`config.mk`:
```
export PLATFORM = sky130hd
export DESIGN_NAME = kalman_angle_bias_filter
export DESIGN_NICKNAME = d
export VERILOG_FILES = /design/src/hw/rtl/kab_pkg.sv /design/src/hw/rtl/kab_mul.sv /design/src/hw/rtl/kab_div.sv /design/src/hw/rtl/kalman_angle_bias_filter.sv
export SDC_FILE = /design/constraint.sdc
export NUM_CORES = 2
export LEC_CHECK = 0
export ABC_CLOCK_PERIOD_IN_PS = 5610
export BUFFER_PORTS_ARGS = -buffer_cell sky130_fd_sc_hd__buf_2
export CAP_MARGIN = 15
export CELL_PAD_IN_SITES_DETAIL_PLACEMENT = 0
export CELL_PAD_IN_SITES_GLOBAL_PLACEMENT = 1
export CORE_ASPECT_RATIO = 0.6
export CORE_MARGIN = 10
export CORE_UTILIZATION = 40
export DETAILED_ROUTE_END_ITERATION = 16
export PLACE_DENSITY = 0.75
export SLEW_MARGIN = 10
export SYNTH_ARGS = -nofsm -noshare
export SYNTH_HDL_FRONTEND = slang
export SYNTH_HIERARCHICAL = 1
export SYNTH_SLANG_ARGS = --single-unit
export TNS_END_PERCENT = 10
```
`constraint.sdc`:
```
create_clock -name clk -period 5.61 [get_ports clk]
set_clock_uncertainty 0.2 [all_clocks]
set_input_delay 0.561 -clock clk [delete_from_list [all_inputs] [get_ports clk]]
set_output_delay 0.561 -clock clk [all_outputs]
set_load 0.01 [all_outputs]
```
`src/hw/rtl/kab_pkg.sv`:
```
// Types, constants and helpers for the angle/bias Kalman filter.
`timescale 1ns / 1ps
package kab_pkg;

	localparam int FRAC_BITS = 16;
	localparam int DT_BITS   = 16;
	localparam int ST_W      = 32;
	localparam int IN_W      = 25;
	localparam int DT_W      = 16;
	localparam int NOISE_W   = 16;
	localparam int MEAS_N_W  = 24;
	localparam int CFG_W     = 24;
	localparam int CFG_IDX_W = 2;
	localparam int WIDE_W    = 64;

	// shift-add multiplier, 4-bit digits
	localparam int MUL_W     = 36;
	localparam int DIG_W     = 4;
	localparam int MUL_STEPS = MUL_W / DIG_W;
	localparam int PROD_W    = 2 * MUL_W;
	localparam int MCNT_W    = $clog2(MUL_STEPS);

	// restoring divider, one quotient bit per cycle
	localparam int DEN_W  = 33;
	localparam int DVD_W  = ST_W + FRAC_BITS;
	localparam int DCNT_W = $clog2(DVD_W);

	localparam logic [CFG_IDX_W-1:0] REG_ANGLE_NOISE   = 2'd0;
	localparam logic [CFG_IDX_W-1:0] REG_BIAS_NOISE    = 2'd1;
	localparam logic [CFG_IDX_W-1:0] REG_MEASURE_NOISE = 2'd2;

	localparam logic [NOISE_W-1:0]  ANGLE_NOISE_RST   = 16'd66;
	localparam logic [NOISE_W-1:0]  BIAS_NOISE_RST    = 16'd197;
	localparam logic [MEAS_N_W-1:0] MEASURE_NOISE_RST = 24'd81920;

	localparam logic signed [ST_W-1:0] ONE_Q = ST_W'(64'sd1 <<< FRAC_BITS);
	localparam logic signed [IN_W-1:0] ANGLE_LIMIT = 25'sd11796480;

	typedef logic signed [WIDE_W-1:0] wide_t;
	typedef logic signed [ST_W-1:0]   st_t;

	typedef enum logic [3:0] {
		S_IDLE = 4'b0001,
		S_MUL  = 4'b0010,
		S_DIV  = 4'b0100,
		S_OUT  = 4'b1000
	} state_t;

	typedef enum logic [3:0] {
		OP_ANG, OP_D11, OP_INN, OP_BN, OP_K0, OP_K1,
		OP_KA, OP_KB, OP_PBA, OP_PAA, OP_PBB, OP_PAB
	} op_t;

	function automatic st_t sat32(input wide_t v);
		if (v > wide_t'(64'sd2147483647))
			return st_t'(32'sh7fffffff);
		else if (v < -wide_t'(64'sd2147483648))
			return st_t'(32'sh80000000);
		else
			return st_t'(v);
	endfunction

endpackage

```
`src/hw/rtl/kab_mul.sv`:
```
// Signed digit-serial multiplier, 4 multiplier bits per cycle, LSB first.
`timescale 1ns / 1ps
module kab_mul (
	input  logic                               clk,
	input  logic                               arst_n,
	input  logic                               start,
	input  logic signed [kab_pkg::MUL_W-1:0]   a,
	input  logic signed [kab_pkg::MUL_W-1:0]   b,
	output logic                               done,
	output logic signed [kab_pkg::PROD_W-1:0]  prod
);
	import kab_pkg::*;

	logic signed [MUL_W-1:0]       a_q;
	logic signed [MUL_W+5:0]       hi_q;
	logic [MUL_W-1:0]              lo_q;
	logic [MCNT_W-1:0]             cnt_q;
	logic                          busy_q;
	logic                          done_q;
	logic                          last;
	logic signed [DIG_W:0]         dig;
	logic signed [MUL_W+DIG_W:0]   pp;
	logic signed [MUL_W+5:0]       sum;

	assign last = (cnt_q == MCNT_W'(MUL_STEPS - 1));
	// top digit carries the sign of b
	assign dig  = last ? {lo_q[DIG_W-1], lo_q[DIG_W-1:0]} : {1'b0, lo_q[DIG_W-1:0]};
	assign pp   = a_q * dig;
	assign sum  = hi_q + (MUL_W+6)'(pp);

	always_ff @(posedge clk or negedge arst_n) begin
		if (!arst_n) begin
			busy_q <= 1'b0;
			done_q <= 1'b0;
			cnt_q  <= '0;
		end else begin
			done_q <= 1'b0;
			if (start) begin
				busy_q <= 1'b1;
				cnt_q  <= '0;
			end else if (busy_q) begin
				cnt_q <= cnt_q + 1'b1;
				if (last) begin
					busy_q <= 1'b0;
					done_q <= 1'b1;
				end
			end
		end
	end

	always_ff @(posedge clk) begin
		if (start) begin
			a_q  <= a;
			hi_q <= '0;
			lo_q <= b;
		end else if (busy_q) begin
			hi_q <= sum >>> DIG_W;
			lo_q <= {sum[DIG_W-1:0], lo_q[MUL_W-1:DIG_W]};
		end
	end

	assign done = done_q;
	assign prod = {hi_q[MUL_W-1:0], lo_q};

endmodule

```
`src/hw/rtl/kab_div.sv`:
```
// Restoring divider for the Kalman gain: sat32(trunc(num * 2^FRAC / den)).
`timescale 1ns / 1ps
module kab_div (
	input  logic                             clk,
	input  logic                             arst_n,
	input  logic                             start,
	input  logic signed [kab_pkg::ST_W-1:0]  num,
	input  logic [kab_pkg::DEN_W-1:0]        den,
	output logic                             done,
	output logic signed [kab_pkg::ST_W-1:0]  quo
);
	import kab_pkg::*;

	logic [DEN_W-1:0]   rem_q;
	logic [DVD_W-1:0]   dvd_q;
	logic [DEN_W-1:0]   den_q;
	logic               neg_q;
	logic [DCNT_W-1:0]  cnt_q;
	logic               busy_q;
	logic               done_q;
	logic [ST_W-1:0]    mag;
	logic [DEN_W:0]     trial;
	logic [DEN_W:0]     diff;
	logic               ge;
	logic signed [DVD_W:0] qs;

	assign mag   = num[ST_W-1] ? (~num + 1'b1) : num;
	assign trial = {rem_q, dvd_q[DVD_W-1]};
	assign diff  = trial - {1'b0, den_q};
	assign ge    = (trial >= {1'b0, den_q});

	always_ff @(posedge clk or negedge arst_n) begin
		if (!arst_n) begin
			busy_q <= 1'b0;
			done_q <= 1'b0;
			cnt_q  <= '0;
		end else begin
			done_q <= 1'b0;
			if (start) begin
				busy_q <= 1'b1;
				cnt_q  <= '0;
			end else if (busy_q) begin
				cnt_q <= cnt_q + 1'b1;
				if (cnt_q == DCNT_W'(DVD_W - 1)) begin
					busy_q <= 1'b0;
					done_q <= 1'b1;
				end
			end
		end
	end

	always_ff @(posedge clk) begin
		if (start) begin
			rem_q <= '0;
			dvd_q <= {mag, {FRAC_BITS{1'b0}}};
			den_q <= den;
			neg_q <= num[ST_W-1];
		end else if (busy_q) begin
			rem_q <= ge ? diff[DEN_W-1:0] : trial[DEN_W-1:0];
			dvd_q <= {dvd_q[DVD_W-2:0], ge};
		end
	end

	// quotient replaced the dividend bit by bit; apply sign, then clamp
	assign qs   = neg_q ? -$signed({1'b0, dvd_q}) : $signed({1'b0, dvd_q});
	assign quo  = sat32(wide_t'(qs));
	assign done = done_q;

endmodule

```
`src/hw/rtl/kalman_angle_bias_filter.sv`:
```
// Top level: two-state angle/gyro-bias Kalman filter for one tilt axis.
// Usage:
//   Input channel (in_valid/in_ready) takes one beat of measured_angle,
//   measured_rate and time_step; output channel (out_valid/out_ready)
//   returns one beat of filtered_angle per input beat, in order.
//   Config: cfg_we writes cfg_data to register cfg_index (0 angle_noise,
//   1 bias_noise, 2 measure_noise); other indexes are ignored. Write only
//   while idle.
//   Processing: the measurement correction runs only when the innovation
//   variance is positive. The block works on one beat at a time; in_ready
//   rises with out_valid, so a new beat is not taken before the result of
//   the last one is issued.
//   The cost is set by one shared 4-bit-digit multiplier (up to ten
//   products) and a radix-2 divider (two gains).
//   Reset: angle and bias zero, covariance identity, registers default.
//   A stalled receiver holds the result register; the next result waits
//   in its final step and in_ready stays low until the register frees.
`timescale 1ns / 1ps
module kalman_angle_bias_filter (
	input  logic                                 clk,
	input  logic                                 arst_n,
	input  logic                                 in_valid,
	output logic                                 in_ready,
	input  logic signed [kab_pkg::IN_W-1:0]      measured_angle,
	input  logic signed [kab_pkg::IN_W-1:0]      measured_rate,
	input  logic [kab_pkg::DT_W-1:0]             time_step,
	output logic                                 out_valid,
	input  logic                                 out_ready,
	output logic signed [kab_pkg::IN_W-1:0]      filtered_angle,
	input  logic                                 cfg_we,
	input  logic [kab_pkg::CFG_IDX_W-1:0]        cfg_index,
	input  logic [kab_pkg::CFG_W-1:0]            cfg_data
);
	import kab_pkg::*;

	state_t state_q;
	op_t    op_q;

	logic [NOISE_W-1:0]  angle_noise_q;
	logic [NOISE_W-1:0]  bias_noise_q;
	logic [MEAS_N_W-1:0] measure_noise_q;

	st_t ang_q, bias_q, paa_q, pab_q, pba_q, pbb_q;
	st_t d11_q, k0_q, k1_q, y_q;
	logic [DEN_W-1:0] s_q;

	logic signed [IN_W-1:0] meas_q;
	logic signed [IN_W-1:0] rin_q;
	logic [DT_W-1:0]        dt_q;

	logic signed [IN_W-1:0] out_q;
	logic                   out_valid_q;

	logic mstart_q, dstart_q;
	logic mul_done, div_done;
	logic signed [MUL_W-1:0]  mul_a, mul_b;
	logic signed [PROD_W-1:0] mul_prod;
	st_t  div_num, div_quo;

	wide_t pdt, pq;
	st_t   rate_sat;
	logic signed [34:0] inner;
	logic signed [33:0] s_w;
	logic               s_pos;
	logic               accept;
	logic               out_free;

	assign accept   = in_valid && in_ready;
	assign in_ready = (state_q == S_IDLE);
	assign out_free = !out_valid_q || out_ready;

	assign pdt = wide_t'(mul_prod >>> DT_BITS);
	assign pq  = wide_t'(mul_prod >>> FRAC_BITS);

	assign rate_sat = sat32(wide_t'(rin_q) - wide_t'(bias_q));
	assign inner = 35'(d11_q) - 35'(pab_q) - 35'(pba_q) + $signed({19'd0, angle_noise_q});
	assign s_w   = 34'(paa_q) + $signed({10'd0, measure_noise_q});
	assign s_pos = !s_w[33] && (s_w != '0);

	always_comb begin
		mul_a = '0;
		mul_b = '0;
		case (op_q)
			OP_ANG: begin
				mul_a = MUL_W'(rate_sat);
				mul_b = $signed({20'd0, dt_q});
			end
			OP_D11: begin
				mul_a = MUL_W'(pbb_q);
				mul_b = $signed({20'd0, dt_q});
			end
			OP_INN: begin
				mul_a = MUL_W'(inner);
				mul_b = $signed({20'd0, dt_q});
			end
			OP_BN: begin
				mul_a = $signed({20'd0, bias_noise_q});
				mul_b = $signed({20'd0, dt_q});
			end
			OP_KA: begin
				mul_a = MUL_W'(k0_q);
				mul_b = MUL_W'(y_q);
			end
			OP_KB: begin
				mul_a = MUL_W'(k1_q);
				mul_b = MUL_W'(y_q);
			end
			OP_PBA: begin
				mul_a = MUL_W'(k1_q);
				mul_b = MUL_W'(paa_q);
			end
			OP_PAA: begin
				mul_a = MUL_W'(k0_q);
				mul_b = MUL_W'(paa_q);
			end
			OP_PBB: begin
				mul_a = MUL_W'(k1_q);
				mul_b = MUL_W'(pab_q);
			end
			OP_PAB: begin
				mul_a = MUL_W'(k0_q);
				mul_b = MUL_W'(pab_q);
			end
			default: begin
				mul_a = '0;
				mul_b = '0;
			end
		endcase
	end

	assign div_num = (op_q == OP_K1) ? pba_q : paa_q;

	kab_mul u_mul (
		.clk    (clk),
		.arst_n (arst_n),
		.start  (mstart_q),
		.a      (mul_a),
		.b      (mul_b),
		.done   (mul_done),
		.prod   (mul_prod)
	);

	kab_div u_div (
		.clk    (clk),
		.arst_n (arst_n),
		.start  (dstart_q),
		.num    (div_num),
		.den    (s_q),
		.done   (div_done),
		.quo    (div_quo)
	);

	always_ff @(posedge clk or negedge arst_n) begin
		if (!arst_n) begin
			state_q         <= S_IDLE;
			op_q            <= OP_ANG;
			mstart_q        <= 1'b0;
			dstart_q        <= 1'b0;
			out_valid_q     <= 1'b0;
			angle_noise_q   <= ANGLE_NOISE_RST;
			bias_noise_q    <= BIAS_NOISE_RST;
			measure_noise_q <= MEASURE_NOISE_RST;
			ang_q           <= '0;
			bias_q          <= '0;
			paa_q           <= ONE_Q;
			pab_q           <= '0;
			pba_q           <= '0;
			pbb_q           <= ONE_Q;
			d11_q           <= '0;
			k0_q            <= '0;
			k1_q            <= '0;
			y_q             <= '0;
			s_q             <= '0;
		end else begin
			mstart_q <= 1'b0;
			dstart_q <= 1'b0;
			if (out_valid_q && out_ready)
				out_valid_q <= 1'b0;

			if (cfg_we) begin
				case (cfg_index)
					REG_ANGLE_NOISE:   angle_noise_q   <= cfg_data[NOISE_W-1:0];
					REG_BIAS_NOISE:    bias_noise_q    <= cfg_data[NOISE_W-1:0];
					REG_MEASURE_NOISE: measure_noise_q <= cfg_data[MEAS_N_W-1:0];
					default: ;
				endcase
			end

			case (state_q)
				S_IDLE: begin
					if (accept) begin
						op_q     <= OP_ANG;
						mstart_q <= 1'b1;
						state_q  <= S_MUL;
					end
				end
				S_MUL: begin
					if (mul_done) begin
						mstart_q <= 1'b1;
						case (op_q)
							OP_ANG: begin
								ang_q <= sat32(wide_t'(ang_q) + pdt);
								op_q  <= OP_D11;
							end
							OP_D11: begin
								d11_q <= sat32(pdt);
								op_q  <= OP_INN;
							end
							OP_INN: begin
								paa_q <= sat32(wide_t'(paa_q) + pdt);
								pab_q <= sat32(wide_t'(pab_q) - wide_t'(d11_q));
								pba_q <= sat32(wide_t'(pba_q) - wide_t'(d11_q));
								op_q  <= OP_BN;
							end
							OP_BN: begin
								pbb_q    <= sat32(wide_t'(pbb_q) + pdt);
								mstart_q <= 1'b0;
								// correction only for a positive innovation variance
								if (s_pos) begin
									y_q      <= sat32(wide_t'(meas_q) - wide_t'(ang_q));
									s_q      <= s_w[DEN_W-1:0];
									op_q     <= OP_K0;
									dstart_q <= 1'b1;
									state_q  <= S_DIV;
								end else begin
									state_q <= S_OUT;
								end
							end
							OP_KA: begin
								ang_q <= sat32(wide_t'(ang_q) + pq);
								op_q  <= OP_KB;
							end
							OP_KB: begin
								bias_q <= sat32(wide_t'(bias_q) + pq);
								op_q   <= OP_PBA;
							end
							// bias rows first: they need the old angle row
							OP_PBA: begin
								pba_q <= sat32(wide_t'(pba_q) - pq);
								op_q  <= OP_PAA;
							end
							OP_PAA: begin
								paa_q <= sat32(wide_t'(paa_q) - pq);
								op_q  <= OP_PBB;
							end
							OP_PBB: begin
								pbb_q <= sat32(wide_t'(pbb_q) - pq);
								op_q  <= OP_PAB;
							end
							OP_PAB: begin
								pab_q    <= sat32(wide_t'(pab_q) - pq);
								mstart_q <= 1'b0;
								state_q  <= S_OUT;
							end
							default: begin
								mstart_q <= 1'b0;
								state_q  <= S_OUT;
							end
						endcase
					end
				end
				S_DIV: begin
					if (div_done) begin
						if (op_q == OP_K0) begin
							k0_q     <= div_quo;
							op_q     <= OP_K1;
							dstart_q <= 1'b1;
						end else begin
							k1_q     <= div_quo;
							op_q     <= OP_KA;
							mstart_q <= 1'b1;
							state_q  <= S_MUL;
						end
					end
				end
				S_OUT: begin
					if (out_free) begin
						out_valid_q <= 1'b1;
						state_q     <= S_IDLE;
					end
				end
				default: state_q <= S_IDLE;
			endcase
		end
	end

	always_ff @(posedge clk) begin
		if (accept) begin
			meas_q <= measured_angle;
			rin_q  <= measured_rate;
			dt_q   <= time_step;
		end
		if (state_q == S_OUT && out_free) begin
			if (ang_q > st_t'(ANGLE_LIMIT))
				out_q <= ANGLE_LIMIT;
			else if (ang_q < -st_t'(ANGLE_LIMIT))
				out_q <= -ANGLE_LIMIT;
			else
				out_q <= ang_q[IN_W-1:0];
		end
	end

	assign out_valid      = out_valid_q;
	assign filtered_angle = out_q;

endmodule

```
==> summary.md <==
| Metric | Value |
|---|---|
| Status | `complete, no violations` |
| Post-synth EDFFs | `229` |
| Worst hold path cell count | `2` |
| Die Span Y | `about 370 um` |
| R2R Setup Slk | `0.06 ns` |
| Headroom to the max-slew limit | `0.187` |
| Largest net degree at the start of global routing | `between 100 and 150` |
| FFs w/ async S/R, synth | `0.579` |
| HPWL after DPL | `294000 um` |
| DRC | `0` |
| Dpl ws | `-0.467 ns` |
| Number of global-route vias before repair | `78100` |
| Routed vias | `84000` |
| 1st-iter DRT viols | `11400` |
| Die area | `approximately 220000 um^2` |
| Fin. max-slew vios | `0` |
| RSZ-0062 raised after global routing | `true` |
| Top-area cell type share of the netlist area | `0.129` |
| Mapped Avg Cell Area | `8.19 um^2` |
| Final hold vios | `0` |
| Startpoint types | `register` |
| Final WL | `approximately 360000 um` |
| Cells after Synth | `10100` |
| Final worst slack | `between 0.05 and 0.06 ns` |
| Critical path class | `register to register` |
| Crit share post-route | `0.990` |
| Setup crit end kind | `register` |
| Clk slew on worst S/H paths | `0.07 ns` |
| CTS root buf | `clkbuf_16` |
| First-pass GRT wire length | `522000 um` |
| Min cycle time layout | `5.55 ns` |
| Area of the mapped netlist | `82300 um^2` |
| Layout cells sized above 1 | `0.151` |
| Core ar. | `204000 um^2` |
| Synthesized Nets | `about 11000` |
| Ys Warns | `6` |
| Clock buffer depth | `3` |
| Grt total ovfl | `0` |
| Area growth, synth to finish | `17.0%` |
| GP Congestion | `approximately 1.1` |
| Final Util | `0.473` |
| Worst Hold Launch | `cfg_data[6]` |
| Cell Chain, Critical Path | `inv_1 -> fa_1 -> inv_1 -> fa_1 -> inv_1 -> ha_1 -> fa_1 -> a21oi_1 -> o21bai_1 -> a211oi_2 -> o31ai_1 -> and2_1 -> a31oi_2 -> o21a_1 -> o21bai_1 -> a21oi_2 -> nor2_1 -> o21ai_2 -> buf_4 -> mux2_2 -> a2111oi_4 -> buf_4 -> o21ai_0` |
| GRT Total Usage | `0.306` |
| Commonest non-fill, non-tap cells in the layout | `979 x a21oi_1, 873 x buf_4, 784 x nand2_1` |
| Reg2reg start | `pab_q[0]$_DFFE_PN0P_` |
| Slowest stage delay, CP | `between 0.5 and 0.6 ns` |
| Worst skew pair latency | `0.75 ns` |
| Clock sinks | `750` |
| CP max stage cell | `fa_1` |
| FF-to-FF End | `u_mul/a_q[22]$_DFFE_PP_` |
| CTS buffer count | `84` |
| Critical Path AT | `5.83 ns` |
| Cell variety after synth | `110` |
| Final-report setup violation count | `0` |
| #FFs+latches synth | `750` |
| CTS tree | `built` |
| Least-Margin Pin Slew | `1.22 ns` |
| Initial antenna violation count | `39` |
| First-pass detailed-route iteration total | `9` |
| CP max FO | `2` |
| Max Cap Viol | `0` |
| Worst-case reg-to-reg path depth | `23` |
| PortBufs | `around 120` |
| Initial Utilization | `0.404` |
| Min-Delay Endpoint | `measure_noise_q[6]$_DFFE_PN0P_` |
| H-tree depth | `3` |
| Wire per inst | `26.6 um` |
| Nets | `11800` |
| Die width | `606 um` |
| Post-synth top flop | `dfrtp_1` |
| Via density | `6.18` |
| Row Count | `128` |
| CP required | `5.88 ns` |
| Fmax | `180 MHz` |
| Hold Crit Class | `input pin to register` |
| I/O pin total | `124` |
| Post-synthesis sequential area ratio | `0.237` |
| Cells taking the most area after synthesis | `dfrtp_1 13%, ha_1 12%, edfxtp_1 8.4%` |
| Leading area contributor after synthesis | `dfrtp_1` |
| Routed Antenna Nets | `0` |
| Commonest non-fill, non-tap cell in the layout | `a21oi_1` |
-- how the worst max path moves through the flow --
stage	start	endpoint	cells past startpoint
after global routing	pab_q[0]$_DFFE_PN0P_	u_mul/a_q[22]$_DFFE_PP_	23
after global placement	pab_q[0]$_DFFE_PN0P_	u_mul/a_q[22]$_DFFE_PP_	23
after floorplan	op_q[3]$_DFFE_PN0P_	u_div/dvd_q[45]$_DFFE_PP_	16
after CTS	pab_q[0]$_DFFE_PN0P_	u_mul/a_q[22]$_DFFE_PP_	23
final	pab_q[0]$_DFFE_PN0P_	u_mul/a_q[22]$_DFFE_PP_	23
after detailed placement	pab_q[0]$_DFFE_PN0P_	u_mul/a_q[22]$_DFFE_PP_	23
-- cells by family (layout without fill, tap and decap cells) --
group	count (synthesis)	after routing	share of synthesized area
AOI/OAI and AO/OA	3299	3299	0.258
and+or+nand+nor	2845	2845	0.171
buffers and inverters	1234	2020	0.0587
adders and majority gates	1003	1003	0.171
DFF	750	750	0.237
xor gates and xnor gates	664	664	0.0707
muxes	256	256	0.0342
other	0	20	0
-- Yosys cell counts, types with 63 or more instances --
master	number
o21a_1	128
and3_1	76
xnor2_1	444
o21bai_1	142
and2_1	201
nand2_1	785
fa_1	211
or3_1	68
o211ai_1	82
nor3_1	209
xor2_1	220
inv_1	729
mux2_2	203
nand2b_1	100
nor2_1	656
nor2b_1	113
a211oi_1	147
edfxtp_1	229
o31ai_1	171
clkbuf_1	397
dfrtp_1	423
a31oi_1	90
nor4_1	98
nand4_1	161
o21ai_0	650
nand3_1	176
dfxtp_1	87
a21o_1	274
a21oi_1	993
ha_1	773
o22ai_1	63
-- area by class of cell --
cell class	instances	area, um^2
Multi-Input combinational cell	8067	58700
Clock buffer	106	2290
Tap cell	2730	3420
Inverter	742	2800
Clock inverter	52	679
Sequential cell	750	19500
Antenna cell	20	50.0
Timing Repair Buffer	1120	8810
Fill cell	19900	107000
-- worst max-delay path, delay by kind of cell, from the launching register on --
| family | cells | cell delay, ns |
|---|---|---|
| AO/OA/AOI/OAI | 11 | 1.99 |
| adder cells (fa/ha/maj) | 4 | 1.60 |
| buffers and inverters | 5 | 0.57 |
| flip-flops | 1 | 0.35 |
| multiplexers | 1 | 0.35 |
| AND/OR/NAND/NOR | 2 | 0.27 |
-- metrics by stage --
stage / instance area [um^2] / hold slack, ns / std cells / setup TNS [ns]
2_1_floorplan: 82300 / 0.0654 / 10100 / 0
3_3_place_gp: 91700 / 0.229 / 13300 / -4.91
3_5_place_dp: 91700 / 0.233 / 13300 / -6.34
4_1_cts: 95500 / 0.00389 / 13500 / -0.00597
5_1_grt: 96200 / 0.0163 / 13600 / -2.13
6_report: 96300 / 0.0348 / 13600 / 0
-- what timing repair did --
| action | 4_1_cts | 5_1_grt |
|---|---|---|
| setup endpoints to repair | 113 | 222 |
| gates cloned | 0 | 4 |
| hold endpoints to repair | 160 | 0 |
| resized for setup | 11 | 120 |
| pin swaps | 5 | 23 |
| buffers inserted | 2 | 13 |
| hold buffers | 83 | 0 |
-- per-layer routing --
metal	GRT usage	vias up	routed length, um
met5	0	-	186
met1	0.464	40700	166000
li1	-	38000	-
met2	0.394	4671	132000
met4	0.0691	28	8930
met3	0.126	502	54300
-- registers in the layout, summed over array words and instances (netlist names), 32 cells and up --
register	cells
u_div/dvd_q	48
u_mul/hi_q	38
u_mul/a_q	36
u_mul/lo_q	36
s_q	33
u_div/den_q	33
u_div/rem_q	33
ang_q	32
bias_q	32
d11_q	32
k0_q	32
k1_q	32
paa_q	32
pab_q	32
pba_q	32
pbb_q	32
y_q	32
Power is not shown: default switching activity piles up to over one toggle a cycle in this logic, so the estimate is an artifact.
